**src/rtl/walsh_hadamard_transform_top_defines.svh**
```systemverilog
// Assertion macros for the Walsh-Hadamard transform block
`ifndef WALSH_HADAMARD_TRANSFORM_TOP_DEFINES_SVH
`define WALSH_HADAMARD_TRANSFORM_TOP_DEFINES_SVH

`ifndef SYNTHESIS
`define WHT_ASSERT_IMP(lbl, ant, cons) \
  lbl: assert property (@(posedge clk) disable iff (!rst_n) (ant) |-> (cons)) \
    else $error("property violated");
`define WHT_ASSERT_NXT(lbl, ant, cons) \
  lbl: assert property (@(posedge clk) disable iff (!rst_n) (ant) |=> (cons)) \
    else $error("property violated");
`else
`define WHT_ASSERT_IMP(lbl, ant, cons)
`define WHT_ASSERT_NXT(lbl, ant, cons)
`endif

`endif

```
**src/rtl/wht_pkg.sv**
```systemverilog
// Shared constants, types and helpers of the Walsh-Hadamard transform block
package wht_pkg;

  localparam int MAX_LOG_N    = 6;
  localparam int SAMPLE_WIDTH = 32;
  localparam int MAX_N        = 1 << MAX_LOG_N;
  localparam int DATA_W       = SAMPLE_WIDTH + MAX_LOG_N;
  localparam int COEFF_W      = DATA_W + 1;
  localparam int IDX_W        = MAX_LOG_N;
  localparam int CNT_W        = MAX_LOG_N + 1;
  localparam int LG_W         = $clog2(MAX_LOG_N + 1);
  localparam int HALF_W       = (MAX_LOG_N > 1) ? MAX_LOG_N - 1 : 1;
  localparam int BANK_DEPTH   = MAX_N / 2;
  localparam int BANK_AW      = (MAX_LOG_N > 1) ? MAX_LOG_N - 1 : 1;

  localparam int CFG_W     = 3;
  localparam int CFG_IDX_W = 1;

  localparam logic [CFG_IDX_W-1:0] REG_SIZE_LOG2 = 1'd0;
  localparam logic [CFG_IDX_W-1:0] REG_INVERT    = 1'd1;

  localparam logic [CFG_W-1:0] SIZE_RESET = CFG_W'((MAX_LOG_N < 6) ? MAX_LOG_N : 6);

  typedef logic signed [DATA_W-1:0] data_t;
  typedef logic [IDX_W-1:0]         idx_t;
  typedef logic [BANK_AW-1:0]       bank_addr_t;

  function automatic bank_addr_t bank_addr(input idx_t idx);
    return BANK_AW'(idx >> 1);
  endfunction

endpackage

```
**src/rtl/wht_ram.sv**
```systemverilog
// Generic single-write, single-read RAM with registered read data
module wht_ram #(
  parameter int   WIDTH = 8,
  parameter int   DEPTH = 2,
  localparam int  AW    = (DEPTH > 1) ? $clog2(DEPTH) : 1
) (
  input  logic             clk,
  input  logic             we,
  input  logic [AW-1:0]    waddr,
  input  logic [WIDTH-1:0] wdata,
  input  logic [AW-1:0]    raddr,
  output logic [WIDTH-1:0] rdata
);

  logic [WIDTH-1:0] mem_r [DEPTH];
  logic [WIDTH-1:0] rdata_r;

  always_ff @(posedge clk) begin
    if (we) begin
      mem_r[waddr] <= wdata;
    end
    rdata_r <= mem_r[raddr];
  end

  assign rdata = rdata_r;

endmodule

```
**src/rtl/walsh_hadamard_transform_top.sv**
```systemverilog
// Walsh-Hadamard transform: N = 2^lg samples per frame, two parity banks, one butterfly a cycle.
// Load: one sample per cycle; busy stays low until the last sample of the frame is accepted.
// Transform: lg passes of N/2 butterflies, each pass followed by a drain state.
// Output: after the last pass, coefficients in index order, one per cycle.
// Frames do not overlap: a new frame loads only after its last coefficient is read from the banks.
// Reset (synchronous, rst_n low): size 6, forward mode, empty frame; buffer contents undefined.
`include "walsh_hadamard_transform_top_defines.svh"

module walsh_hadamard_transform_top import wht_pkg::*; (
  input  logic                       clk,
  input  logic                       rst_n,
  input  logic                       start,
  output logic                       busy,
  input  logic signed [SAMPLE_WIDTH-1:0] in_sample,
  output logic                       out_valid,
  output logic signed [COEFF_W-1:0]  out_coeff,
  output logic                       out_last,
  input  logic                       cfg_we,
  input  logic [CFG_IDX_W-1:0]       cfg_idx,
  input  logic [CFG_W-1:0]           cfg_data
);

  localparam logic [1:0] ST_IDLE  = 2'd0;
  localparam logic [1:0] ST_BFLY  = 2'd1;
  localparam logic [1:0] ST_DRAIN = 2'd2;
  localparam logic [1:0] ST_EMIT  = 2'd3;

  logic [1:0]        state_r, state_nxt;
  logic [CNT_W-1:0]  load_cnt_r, load_cnt_nxt;
  logic [CFG_W-1:0]  size_r;
  logic              inv_cfg_r;
  logic [LG_W-1:0]   xlg_r, xlg_nxt;
  logic              xinv_r, xinv_nxt;
  logic [LG_W-1:0]   stage_r, stage_nxt;
  logic [HALF_W-1:0] bf_r, bf_nxt;
  idx_t              emit_r, emit_nxt;

  logic              bf_vld_r, bf_vld_nxt;
  idx_t              bf_u_r, bf_v_r;
  logic              em_vld_r, em_vld_nxt;
  logic              em_last_r, em_last_nxt;
  logic              em_bank_r;

  logic              out_valid_r;
  logic signed [COEFF_W-1:0] out_coeff_r, out_coeff_nxt;
  logic              out_last_r;

  logic [LG_W-1:0]   eff_lg;
  logic [CNT_W-1:0]  eff_n;
  idx_t              ld_idx;
  logic [CNT_W-1:0]  ld_cnt1;
  logic              ld_fire, ld_done;

  logic [CNT_W-1:0]  n_cnt;
  idx_t              last_idx;
  logic              bf_last, stage_last;
  idx_t              bf_x, lo_mask, half_bit, bf_u_idx, bf_v_idx;

  logic [1:0]        ram_we;
  bank_addr_t        ram_wa [2];
  bank_addr_t        ram_ra [2];
  data_t             ram_wd [2];
  data_t             ram_rd [2];

  data_t             u_val, v_val, bf_sum, bf_diff;
  data_t             em_data, em_bias, em_adj, em_quo;

  // frame length from config
  always_comb begin
    eff_lg  = (int'(size_r) > MAX_LOG_N) ? LG_W'(MAX_LOG_N) : LG_W'(size_r);
    eff_n   = CNT_W'(1) << eff_lg;
    ld_fire = start && !busy;
    ld_idx  = (load_cnt_r >= eff_n) ? '0 : IDX_W'(load_cnt_r);
    ld_cnt1 = CNT_W'(ld_idx) + CNT_W'(1);
    ld_done = (ld_cnt1 == eff_n);
  end

  // butterfly indexing for the current pass
  always_comb begin
    n_cnt      = CNT_W'(1) << xlg_r;
    last_idx   = IDX_W'(n_cnt - CNT_W'(1));
    bf_last    = (CNT_W'(bf_r) == ((n_cnt >> 1) - CNT_W'(1)));
    stage_last = (stage_r == (xlg_r - LG_W'(1)));
    bf_x       = IDX_W'(bf_r);
    half_bit   = IDX_W'(1) << stage_r;
    lo_mask    = half_bit - IDX_W'(1);
    bf_u_idx   = ((bf_x & ~lo_mask) << 1) | (bf_x & lo_mask);
    bf_v_idx   = bf_u_idx | half_bit;
  end

  // sequencer
  always_comb begin
    state_nxt    = state_r;
    load_cnt_nxt = load_cnt_r;
    xlg_nxt      = xlg_r;
    xinv_nxt     = xinv_r;
    stage_nxt    = stage_r;
    bf_nxt       = bf_r;
    emit_nxt     = emit_r;
    bf_vld_nxt   = 1'b0;
    em_vld_nxt   = 1'b0;
    em_last_nxt  = 1'b0;

    case (state_r)
      ST_IDLE: begin
        if (ld_fire) begin
          load_cnt_nxt = ld_done ? '0 : ld_cnt1;
          if (ld_done) begin
            xlg_nxt   = eff_lg;
            xinv_nxt  = inv_cfg_r;
            stage_nxt = '0;
            bf_nxt    = '0;
            emit_nxt  = '0;
            state_nxt = (eff_lg == '0) ? ST_EMIT : ST_BFLY;
          end
        end
      end
      ST_BFLY: begin
        bf_vld_nxt = 1'b1;
        if (bf_last) begin
          bf_nxt    = '0;
          state_nxt = ST_DRAIN;
        end else begin
          bf_nxt = bf_r + HALF_W'(1);
        end
      end
      ST_DRAIN: begin
        if (stage_last) begin
          emit_nxt  = '0;
          state_nxt = ST_EMIT;
        end else begin
          stage_nxt = stage_r + LG_W'(1);
          state_nxt = ST_BFLY;
        end
      end
      ST_EMIT: begin
        em_vld_nxt  = 1'b1;
        em_last_nxt = (emit_r == last_idx);
        if (emit_r == last_idx) begin
          state_nxt = ST_IDLE;
        end else begin
          emit_nxt = emit_r + IDX_W'(1);
        end
      end
      default: begin
        state_nxt = ST_IDLE;
      end
    endcase

    if (cfg_we && (cfg_idx == REG_SIZE_LOG2)) begin
      load_cnt_nxt = '0;
    end
  end

  // memory ports
  always_comb begin
    u_val   = (^bf_u_r) ? ram_rd[1] : ram_rd[0];
    v_val   = (^bf_u_r) ? ram_rd[0] : ram_rd[1];
    bf_sum  = u_val + v_val;
    bf_diff = u_val - v_val;

    ram_we    = '0;
    ram_wa[0] = '0;
    ram_wa[1] = '0;
    ram_wd[0] = '0;
    ram_wd[1] = '0;
    if (bf_vld_r) begin
      ram_we                = 2'b11;
      ram_wa[^bf_u_r]       = bank_addr(bf_u_r);
      ram_wd[^bf_u_r]       = bf_sum;
      ram_wa[~(^bf_u_r)]    = bank_addr(bf_v_r);
      ram_wd[~(^bf_u_r)]    = bf_diff;
    end else if (ld_fire) begin
      ram_we[^ld_idx] = 1'b1;
      ram_wa[^ld_idx] = bank_addr(ld_idx);
      ram_wd[^ld_idx] = DATA_W'(in_sample);
    end

    ram_ra[0] = '0;
    ram_ra[1] = '0;
    if (state_r == ST_BFLY) begin
      ram_ra[^bf_u_idx]    = bank_addr(bf_u_idx);
      ram_ra[~(^bf_u_idx)] = bank_addr(bf_v_idx);
    end else if (state_r == ST_EMIT) begin
      ram_ra[0] = bank_addr(emit_r);
      ram_ra[1] = bank_addr(emit_r);
    end
  end

  // inverse scaling, truncate toward zero
  always_comb begin
    em_data       = em_bank_r ? ram_rd[1] : ram_rd[0];
    em_bias       = (xinv_r && em_data[DATA_W-1]) ? data_t'(n_cnt - CNT_W'(1)) : '0;
    em_adj        = em_data + em_bias;
    em_quo        = xinv_r ? (em_adj >>> xlg_r) : em_data;
    out_coeff_nxt = COEFF_W'(em_quo);
  end

  wht_ram #(.WIDTH(DATA_W), .DEPTH(BANK_DEPTH)) u_bank0 (
    .clk   (clk),
    .we    (ram_we[0]),
    .waddr (ram_wa[0]),
    .wdata (ram_wd[0]),
    .raddr (ram_ra[0]),
    .rdata (ram_rd[0])
  );

  wht_ram #(.WIDTH(DATA_W), .DEPTH(BANK_DEPTH)) u_bank1 (
    .clk   (clk),
    .we    (ram_we[1]),
    .waddr (ram_wa[1]),
    .wdata (ram_wd[1]),
    .raddr (ram_ra[1]),
    .rdata (ram_rd[1])
  );

  always_ff @(posedge clk) begin
    if (!rst_n) begin
      state_r     <= ST_IDLE;
      load_cnt_r  <= '0;
      size_r      <= SIZE_RESET;
      inv_cfg_r   <= 1'b0;
      bf_vld_r    <= 1'b0;
      em_vld_r    <= 1'b0;
      out_valid_r <= 1'b0;
    end else begin
      state_r     <= state_nxt;
      load_cnt_r  <= load_cnt_nxt;
      bf_vld_r    <= bf_vld_nxt;
      em_vld_r    <= em_vld_nxt;
      out_valid_r <= em_vld_r;
      if (cfg_we && (cfg_idx == REG_SIZE_LOG2)) begin
        size_r <= cfg_data;
      end
      if (cfg_we && (cfg_idx == REG_INVERT)) begin
        inv_cfg_r <= cfg_data[0];
      end
    end
  end

  always_ff @(posedge clk) begin
    xlg_r       <= xlg_nxt;
    xinv_r      <= xinv_nxt;
    stage_r     <= stage_nxt;
    bf_r        <= bf_nxt;
    emit_r      <= emit_nxt;
    bf_u_r      <= bf_u_idx;
    bf_v_r      <= bf_v_idx;
    em_last_r   <= em_last_nxt;
    em_bank_r   <= ^emit_r;
    out_coeff_r <= out_coeff_nxt;
    out_last_r  <= em_last_r;
  end

  assign busy      = (state_r != ST_IDLE);
  assign out_valid = out_valid_r;
  assign out_coeff = out_coeff_r;
  assign out_last  = out_last_r;

  `WHT_ASSERT_IMP(a_bank_split, state_r == ST_BFLY, (^bf_u_idx) != (^bf_v_idx))
  `WHT_ASSERT_NXT(a_frame_busy, ld_fire && ld_done, busy)
  `WHT_ASSERT_IMP(a_no_load_in_pass, bf_vld_r, !ld_fire)
  `WHT_ASSERT_NXT(a_last_gap, out_valid && out_last, !out_valid)

endmodule
```
**config.mk**
```make
export PLATFORM = sky130hd
export DESIGN_NAME = walsh_hadamard_transform_top
export DESIGN_NICKNAME = d
export VERILOG_FILES = /design/src/rtl/wht_pkg.sv /design/src/rtl/wht_ram.sv /design/src/rtl/walsh_hadamard_transform_top.sv
export VERILOG_INCLUDE_DIRS = /design/src /design/src/rtl
export SDC_FILE = /design/constraint.sdc
export NUM_CORES = 2
export LEC_CHECK = 0
export ABC_AREA = 1
export BUFFER_PORTS_ARGS = -buffer_cell sky130_fd_sc_hd__buf_4
export CORE_ASPECT_RATIO = 0.7
export CORE_UTILIZATION = 30
export CTS_CLUSTER_DIAMETER = 200
export CTS_CLUSTER_SIZE = 12
export DETAILED_ROUTE_END_ITERATION = 16
export PLACE_DENSITY = 0.55
export SYNTH_ARGS = -nofsm -noshare
export SYNTH_HDL_FRONTEND = slang
export SYNTH_SLANG_ARGS = --single-unit
```
**constraint.sdc**
```tcl
create_clock -name clk -period 17.05 [get_ports clk]
set_clock_uncertainty 0.1 [all_clocks]
set_input_delay 0.8525 -clock clk [delete_from_list [all_inputs] [get_ports clk]]
set_output_delay 0.8525 -clock clk [all_outputs]
set_load 0.02 [all_outputs]
```
* Word level (Yosys, flattened, before mapping) *
Memory sizes are Yosys's and may differ from the RTL's. A register that Yosys moved wholly into a read port is not among the register bits.
Cells that the tools add are included.

operators by class
  add/subtract/negate cells = 12
  multipliers = 0
  divide/modulo/power cells = 0
  $lt $le $gt $ge = 14
  equality and inequality tests = 14
  shift operators = 4
  multiplexer cells = 63
  bitwise operators = 19
  reductions and logical operators = 28

operators by type and width
  operator             number
  $mux 38              8
  $and 76x76->76       2
  $mux 76              2
  $demux 38 s1         3
  $add 38x38->38       2
  $bwmux 76            1
  $mux 10              4
  $mux 5               8
  $sshr 38x3->38       1
  $sub 38x38->38       1
  $and 10x10->10       3
  $mux 6               5
  $demux 5 s1          5
  $reduce_xor 6->1     4
  $bwmux 10            2
  $pmux 6 s3           1
  $mux 2               8
  $ne 2x2->1 const B   7
  $shl 1x3->7 const A  2
  $mux 3               4
  $or 6x6->6           2
  $sub 6x1->6 const B  2
  $ge 2x2->1 const B   5
  $logic_and 1x1->1    10
  40 further kinds     62

word-level totals
  register bits after elaboration = 87
  bits in latches = 0
  bits in writable memories = 2432
  memory bits (read-only) = 0
  input port bits = 40
  output and inout port bits = 42
  word-level logic and storage cells = 174
  memories kept = 2

memories
  name           depth  width  read ports  clocked after Yosys merged registers in  write ports  RTL line       source
  u_bank0.mem_r  32     38     1           1                                        1            wht_ram.sv:15  logic [WIDTH-1:0] mem_r [DEPTH];
  u_bank1.mem_r  32     38     1           1                                        1            wht_ram.sv:15

* Logic depth before layout (Yosys ltp) *
  word-level depth = 14
  gate-level depth with buffers = 27
  gate-level depth less buffers = 27

* Cells and area by module *
A second synthesis with hierarchy kept.

unflattened totals
  cell total of the unflattened synthesis = 11316
  area total of the unflattened synthesis = 115500.8 um2

by module, submodules not included
  module                        times used  cells each  area each (um2)  seq. area each (um2)
  wht_ram                       2           4190        49854.1          37275.8
  walsh_hadamard_transform_top  1           2936        15792.6          1901.8

* Worst setup path after synthesis *
OpenSTA, ideal clock, no wires.

  path type = register to register
  from = register size_r[0]
  to = memory u_bank0.mem_r[0][0] (netlist bit), enable pin
  setup time = 491 ps
  data arrival time = 5790 ps
  data required time = 16459 ps
  setup slack = 10669 ps
  cell stages (with the launch flop) = 27
  buffers on the path = 0
  period minus slack after synthesis = 6381 ps
  path through = dfxtp_1 inv_1 nor2_1 inv_1 nor2_1 inv_1 ha_1 nand2_1 nor2_1 nand4_1 nand3_1 inv_1 nand2_1 inv_1 ha_1 xnor2_1 or2_2 nand2_1 inv_1 nor2_1 inv_1 nor2_1 inv_1 o21ai_0 nor2_1 nand2_1 a211oi_1

on the way
  word-level cells in the longest chain between the ends = 14
  elaborated cells between the ends (all ways) = 24
  classes of those cells = 6 x order compare; 1 x shift; 12 x mux; 2 x bitwise; 3 x reduce/logical

RTL lines
  element                                                                   RTL line                                                                  source
  start: declaration                                                        walsh_hadamard_transform_top.sv:30                                        logic [CFG_W-1:0] size_r;
  start signal: assignment                                                  walsh_hadamard_transform_top.sv:233                                       size_r <= cfg_data;
  $gt 3x3->1                                                                walsh_hadamard_transform_top.sv:70                                        eff_lg = (int'(size_r) > MAX_LOG_N) ? LG_W'(MAX_LOG_N) : LG_W'(size_r);
  $mux 3 *                                                                  walsh_hadamard_transform_top.sv:70
  $shl 1x3->7 *                                                             walsh_hadamard_transform_top.sv:71                                        eff_n = CNT_W'(1) << eff_lg;
  $ge 7x7->1 *                                                              walsh_hadamard_transform_top.sv:73                                        ld_idx = (load_cnt_r >= eff_n) ? '0 : IDX_W'(load_cnt_r);
  $mux 6 *                                                                  walsh_hadamard_transform_top.sv:73
  $reduce_xor 6->1                                                          walsh_hadamard_transform_top.sv:174, walsh_hadamard_transform_top.sv:175
  $lt 1x2->1 (implied by the code) (tied with other cells)                  walsh_hadamard_transform_top.sv:174                                       ram_we[^ld_idx] = 1'b1;
  $logic_and 1x1->1 (implied by the code) (tied with other cells)           walsh_hadamard_transform_top.sv:174
  $mux 1 (implied by the code) / $logic_and 1x1->1 (equally long branches)  walsh_hadamard_transform_top.sv:174, walsh_hadamard_transform_top.sv:175
  $demux 1 s1 / $mux 5 (equally long branches)                              walsh_hadamard_transform_top.sv:174, walsh_hadamard_transform_top.sv:175
  $mux 2 / $demux 5 s1 (equally long branches)                              walsh_hadamard_transform_top.sv:173, walsh_hadamard_transform_top.sv:175
  $mux 2 / $and 10x10->10 (equally long branches)                           -
  $mux 1 / $mux 10 (equally long branches)                                  wht_ram.sv:19, walsh_hadamard_transform_top.sv:173
  $mux 1 (implied by the code) / $mux 10 (equally long branches)            wht_ram.sv:20, walsh_hadamard_transform_top.sv:167
  end: declaration                                                          wht_ram.sv:15

Mark *: on every way between the ends. The rest lies on a longest branch, timed or not.

* Worst setup path in the final report *
  from = register size_r[1]
  to = memory u_bank0.mem_r[19][32] (netlist bit), enable pin

The elaborated chain is that of the path after synthesis.

==> results.md <==
* Status: finished with violations
* Violated checks: capacitance limit
* Die W at 765 microns
* Num rows at 195
* Number of detailed-route iterations in the first pass at 5
* Final Critical Period at 7490 ps
* Max Fclk at 133 MHz
* Crit-path max FO at 25
* Cell Area, Synth at approximately 120000 sq um
* FF-to-FF path depth at 25
* Dominant cells by area after synthesis: edfxtp_1 (60%), nand3_1 (11%), nand2_1 (10%)
* Postcts setup bufs at 0
* Number of port buffers at 81
* Asr flop ratio synth at 0%
* Clk Latency, worst-skew pair at between 900 and 1000 ps
* Area delta synth->final at 10.9%
* GR Overflow Total at 0
* Switching part of the total at 43.1%
* I/O Pins at 82
* Distinct cell type count of the synthesized netlist at 48
* Clock Sink Count at 2594
* CP Capture Type: flip-flop
* Post-synthesis sequential area ratio at 62.5%
* Synth top area share at 60.1%
* Root Driver: clkbuf_16
* Die Ht at 536 microns
* Routed len/inst at between 20 and 25 microns
* Post-CTS Resized at 0
* All-Layer GR Usage at 18.5%
* Placement-stage cell area at 129000 sq um
* Gate power share at 41.7%
* GPL Wtd Cong at 0.949
* Critical Path AT at slightly below 8000 ps
* YS warnings at 0
* Startpoint Class: flip-flop
* Die area at 411000 sq um
* Slew Viols, Final at 0
* P_int at 0.0126 W
* First-pass GRT wire length at 573000 microns
* R2r setup slk at approximately 9600 ps
* Hold Crit Class: in2reg
* Deepest clock path buffer count at 4
* # setup viols final at 0
* Post-DRT Antenna Nets at 0
* RSZ-0062 raised after global routing: no
* Final HPWL DP at 230000 microns
* Tot Pwr at about 0.022 W
* Top post-synthesis cells by count: nand2_1 (3344), nand3_1 (2745), edfxtp_1 (2450), inv_1 (1389), nand3b_1 (537)
* Hold Path Origin: cfg_we
* Most common cell in the netlist: nand2_1
* Worst Path Required at 17460 ps
* Hold EP: inv_cfg_r$_SDFFE_PN0P_
* Core ar. at 405000 sq um
* Fillers at between 40000 and 50000
* Clock power frac at 22.5%
* EDFF count, synth at 2450
* Mapped Cells at 12546
* Worst IR Drop VDD at 192 uV
* Worst Hold Path Cells at 4
* Max cap viols at 1
* Initial DRC count at ~11000
* Synthesis-stage register bit count at 2594
* Clock transition at path regs at 70 ps
* CTS tree: built
* Primary FF master, synth: edfxtp_1
* Vias in the first global route at 81317
* Slew margin rel. at 1.12%
* Final period utilization at 43.9%
* Vias per inst at 5.01
* Crit Path Category: reg2reg
* Layout cell share with drive strength beyond 1 at about 5.8%
* Leak pwr at 54.1 nW
* Layout net count at 12453
* Syn Area/Cell at between 9 and 10 sq um
* Vias at 89544
* Worst R2R End: u_bank0.mem_r[19][32]$_DFFE_PP_
* Inserted Clock Buffers at ~240
* CTS H-tree lvls at 4
* Synth area leader: edfxtp_1
* Syn Nets at 12689
* Least-Margin Pin Slew at between 1000 and 1500 ps
* CTS Hold Buffers Added at 0
* Fin area at ~140000 sq um
* Psw at 0.00951 W
* Routed WL at 394000 microns
* Final TNS setup at 0 ps
* Hold Fails Final Rpt at 0
* Power Dens Cells at 163 nW/um^2
* Residual DRC count at 0
* Largest net degree at the start of global routing at 181
* Initial antenna violation count at 11
* Starting Density at between 30 and 40%
* Worst r2r src: size_r[1]$_SDFFE_PN1P_
* Sequential power share at 35.8%
[power groups by stage]
stage	clock network, W	logic, W	registers [W]
floorplan	0	0.00561	0.00796
global placement	0	0.00894	0.00802
detailed placement	0	0.00896	0.00803
CTS	0.00505	0.00899	0.00789
global route	0.00527	0.00996	0.00791
finish	0.00497	0.00922	0.00790
[cell families after synthesis]
logic type / after synthesis / synth area share [%]
muxes: 4 / 0.0327
adders and majority gates: 103 / 1.07
AOI/OAI and AO/OA: 504 / 2.30
DFF: 2594 / 62.5
xor gates and xnor gates: 94 / 0.673
buffers and inverters: 2165 / 7.13
and+or+nand+nor: 7082 / 26.3
[final cells by class]
class                   count  area, sq um  area share (%)
repair buffers            281         2200            1.62
flip-flops and latches   2594        76500            56.3
inverters                1404         5310            3.91
well taps                5417         6780            4.99
multi-input cells        7787        38400            28.2
diodes                      3         7.51         0.00553
clock inverters             7         93.8          0.0691
clock buffers             374         6590            4.86
[worst max path at each step]
stage	startpoint	to	slack, ps	depth (start not counted)
finish	size_r[1]$_SDFFE_PN1P_	u_bank0.mem_r[19][32]$_DFFE_PP_	9560	25
global placement	size_r[0]$_SDFFE_PN0P_	u_bank0.mem_r[19][30]$_DFFE_PP_	9520	27
detailed placement	size_r[1]$_SDFFE_PN1P_	u_bank0.mem_r[5][28]$_DFFE_PP_	9750	25
CTS	size_r[1]$_SDFFE_PN1P_	u_bank0.mem_r[19][32]$_DFFE_PP_	9680	25
floorplan	size_r[0]$_SDFFE_PN0P_	u_bank0.mem_r[0][0]$_DFFE_PP_	10670	26
global route	size_r[1]$_SDFFE_PN1P_	u_bank0.mem_r[17][31]$_DFFE_PP_	9090	25
[cell usage in the layout, fill, tap and decap left out, types with 16 or more instances in the layout]
| cell | Yosys | final |
|---|---|---|
| nand4_1 | 18 | 18 |
| nor2_1 | 363 | 300 |
| dfxtp_1 | 144 | 142 |
| a21oi_1 | 149 | 145 |
| nand3_1 | 2745 | 2745 |
| o21ai_2 | 1 | 22 |
| a21o_1 | 17 | 17 |
| inv_1 | 1389 | 1385 |
| buf_4 | 24 | 274 |
| ha_1 | 101 | 101 |
| clkbuf_16 | 0 | 244 |
| clkbuf_1 | 348 | 130 |
| nor3_1 | 28 | 27 |
| o211ai_1 | 26 | 26 |
| nand3b_1 | 537 | 537 |
| xor2_1 | 77 | 77 |
| edfxtp_1 | 2450 | 2450 |
| nor2_4 | 1 | 64 |
| o21ai_0 | 223 | 179 |
| a31oi_1 | 26 | 26 |
| xnor2_1 | 17 | 17 |
| nand2_2 | 13 | 18 |
| or2_2 | 16 | 16 |
| nand2_1 | 3344 | 3329 |
[per-stage QoR]
step | worst slack (ps) | hold WS (ps) | utilization [%] | instances
6_report | 9560 | 122 | 33.6 | 17867
5_1_grt | 9090 | 118 | 33.6 | 17865
4_1_cts | 9680 | 63.9 | 33.6 | 17864
3_5_place_dp | 9750 | 225 | 31.9 | 17483
3_3_place_gp | 9520 | 219 | 31.9 | 17483
2_1_floorplan | 10670 | 210 | - | 12546
[worst max-delay path, cell delays in order (launching register included)]
cell,delay [ps]
dfxtp_1,400
inv_1,120
nor3_1,200
inv_1,110
ha_1,330
nand2_1,60
o21ai_0,190
nand2_1,80
nand3_1,150
inv_1,110
nand2_1,200
inv_1,70
ha_1,280
xnor2_1,140
or2_2,270
nand2_1,170
inv_1,90
nor2_1,840
inv_1,100
buf_4,320
nor2_1,210
inv_1,130
o21ai_0,330
nand2_1,520
nor2_4,780
buf_4,680
[sequential cells by signal, indices dropped and copies added (netlist names), 5 cells and up]
| name | count |
|---|---|
| u_bank1.rdata | 38 |
| u_bank0.mem_r | 1216 |
| emit_r | 6 |
| u_bank1.mem_r | 1216 |
| bf_u_r | 6 |
| bf_v_r | 5 |
| out_coeff | 38 |
| bf_r | 5 |
| u_bank0.rdata | 38 |
| load_cnt_r | 7 |
[per-layer routing]
| metal | part of all wire, % | GRT usage [%] | up-vias |
|---|---|---|---|
| li1 | - | - | 41909 |
| met4 | 2.0 | 3.72 | 4 |
| met1 | 48 | 29.1 | 43653 |
| met3 | 8.7 | 3.06 | 388 |
| met2 | 41 | 26.4 | 3590 |
| met5 | 0.0069 | 0 | - |
Power figures use the tool's default switching activity.
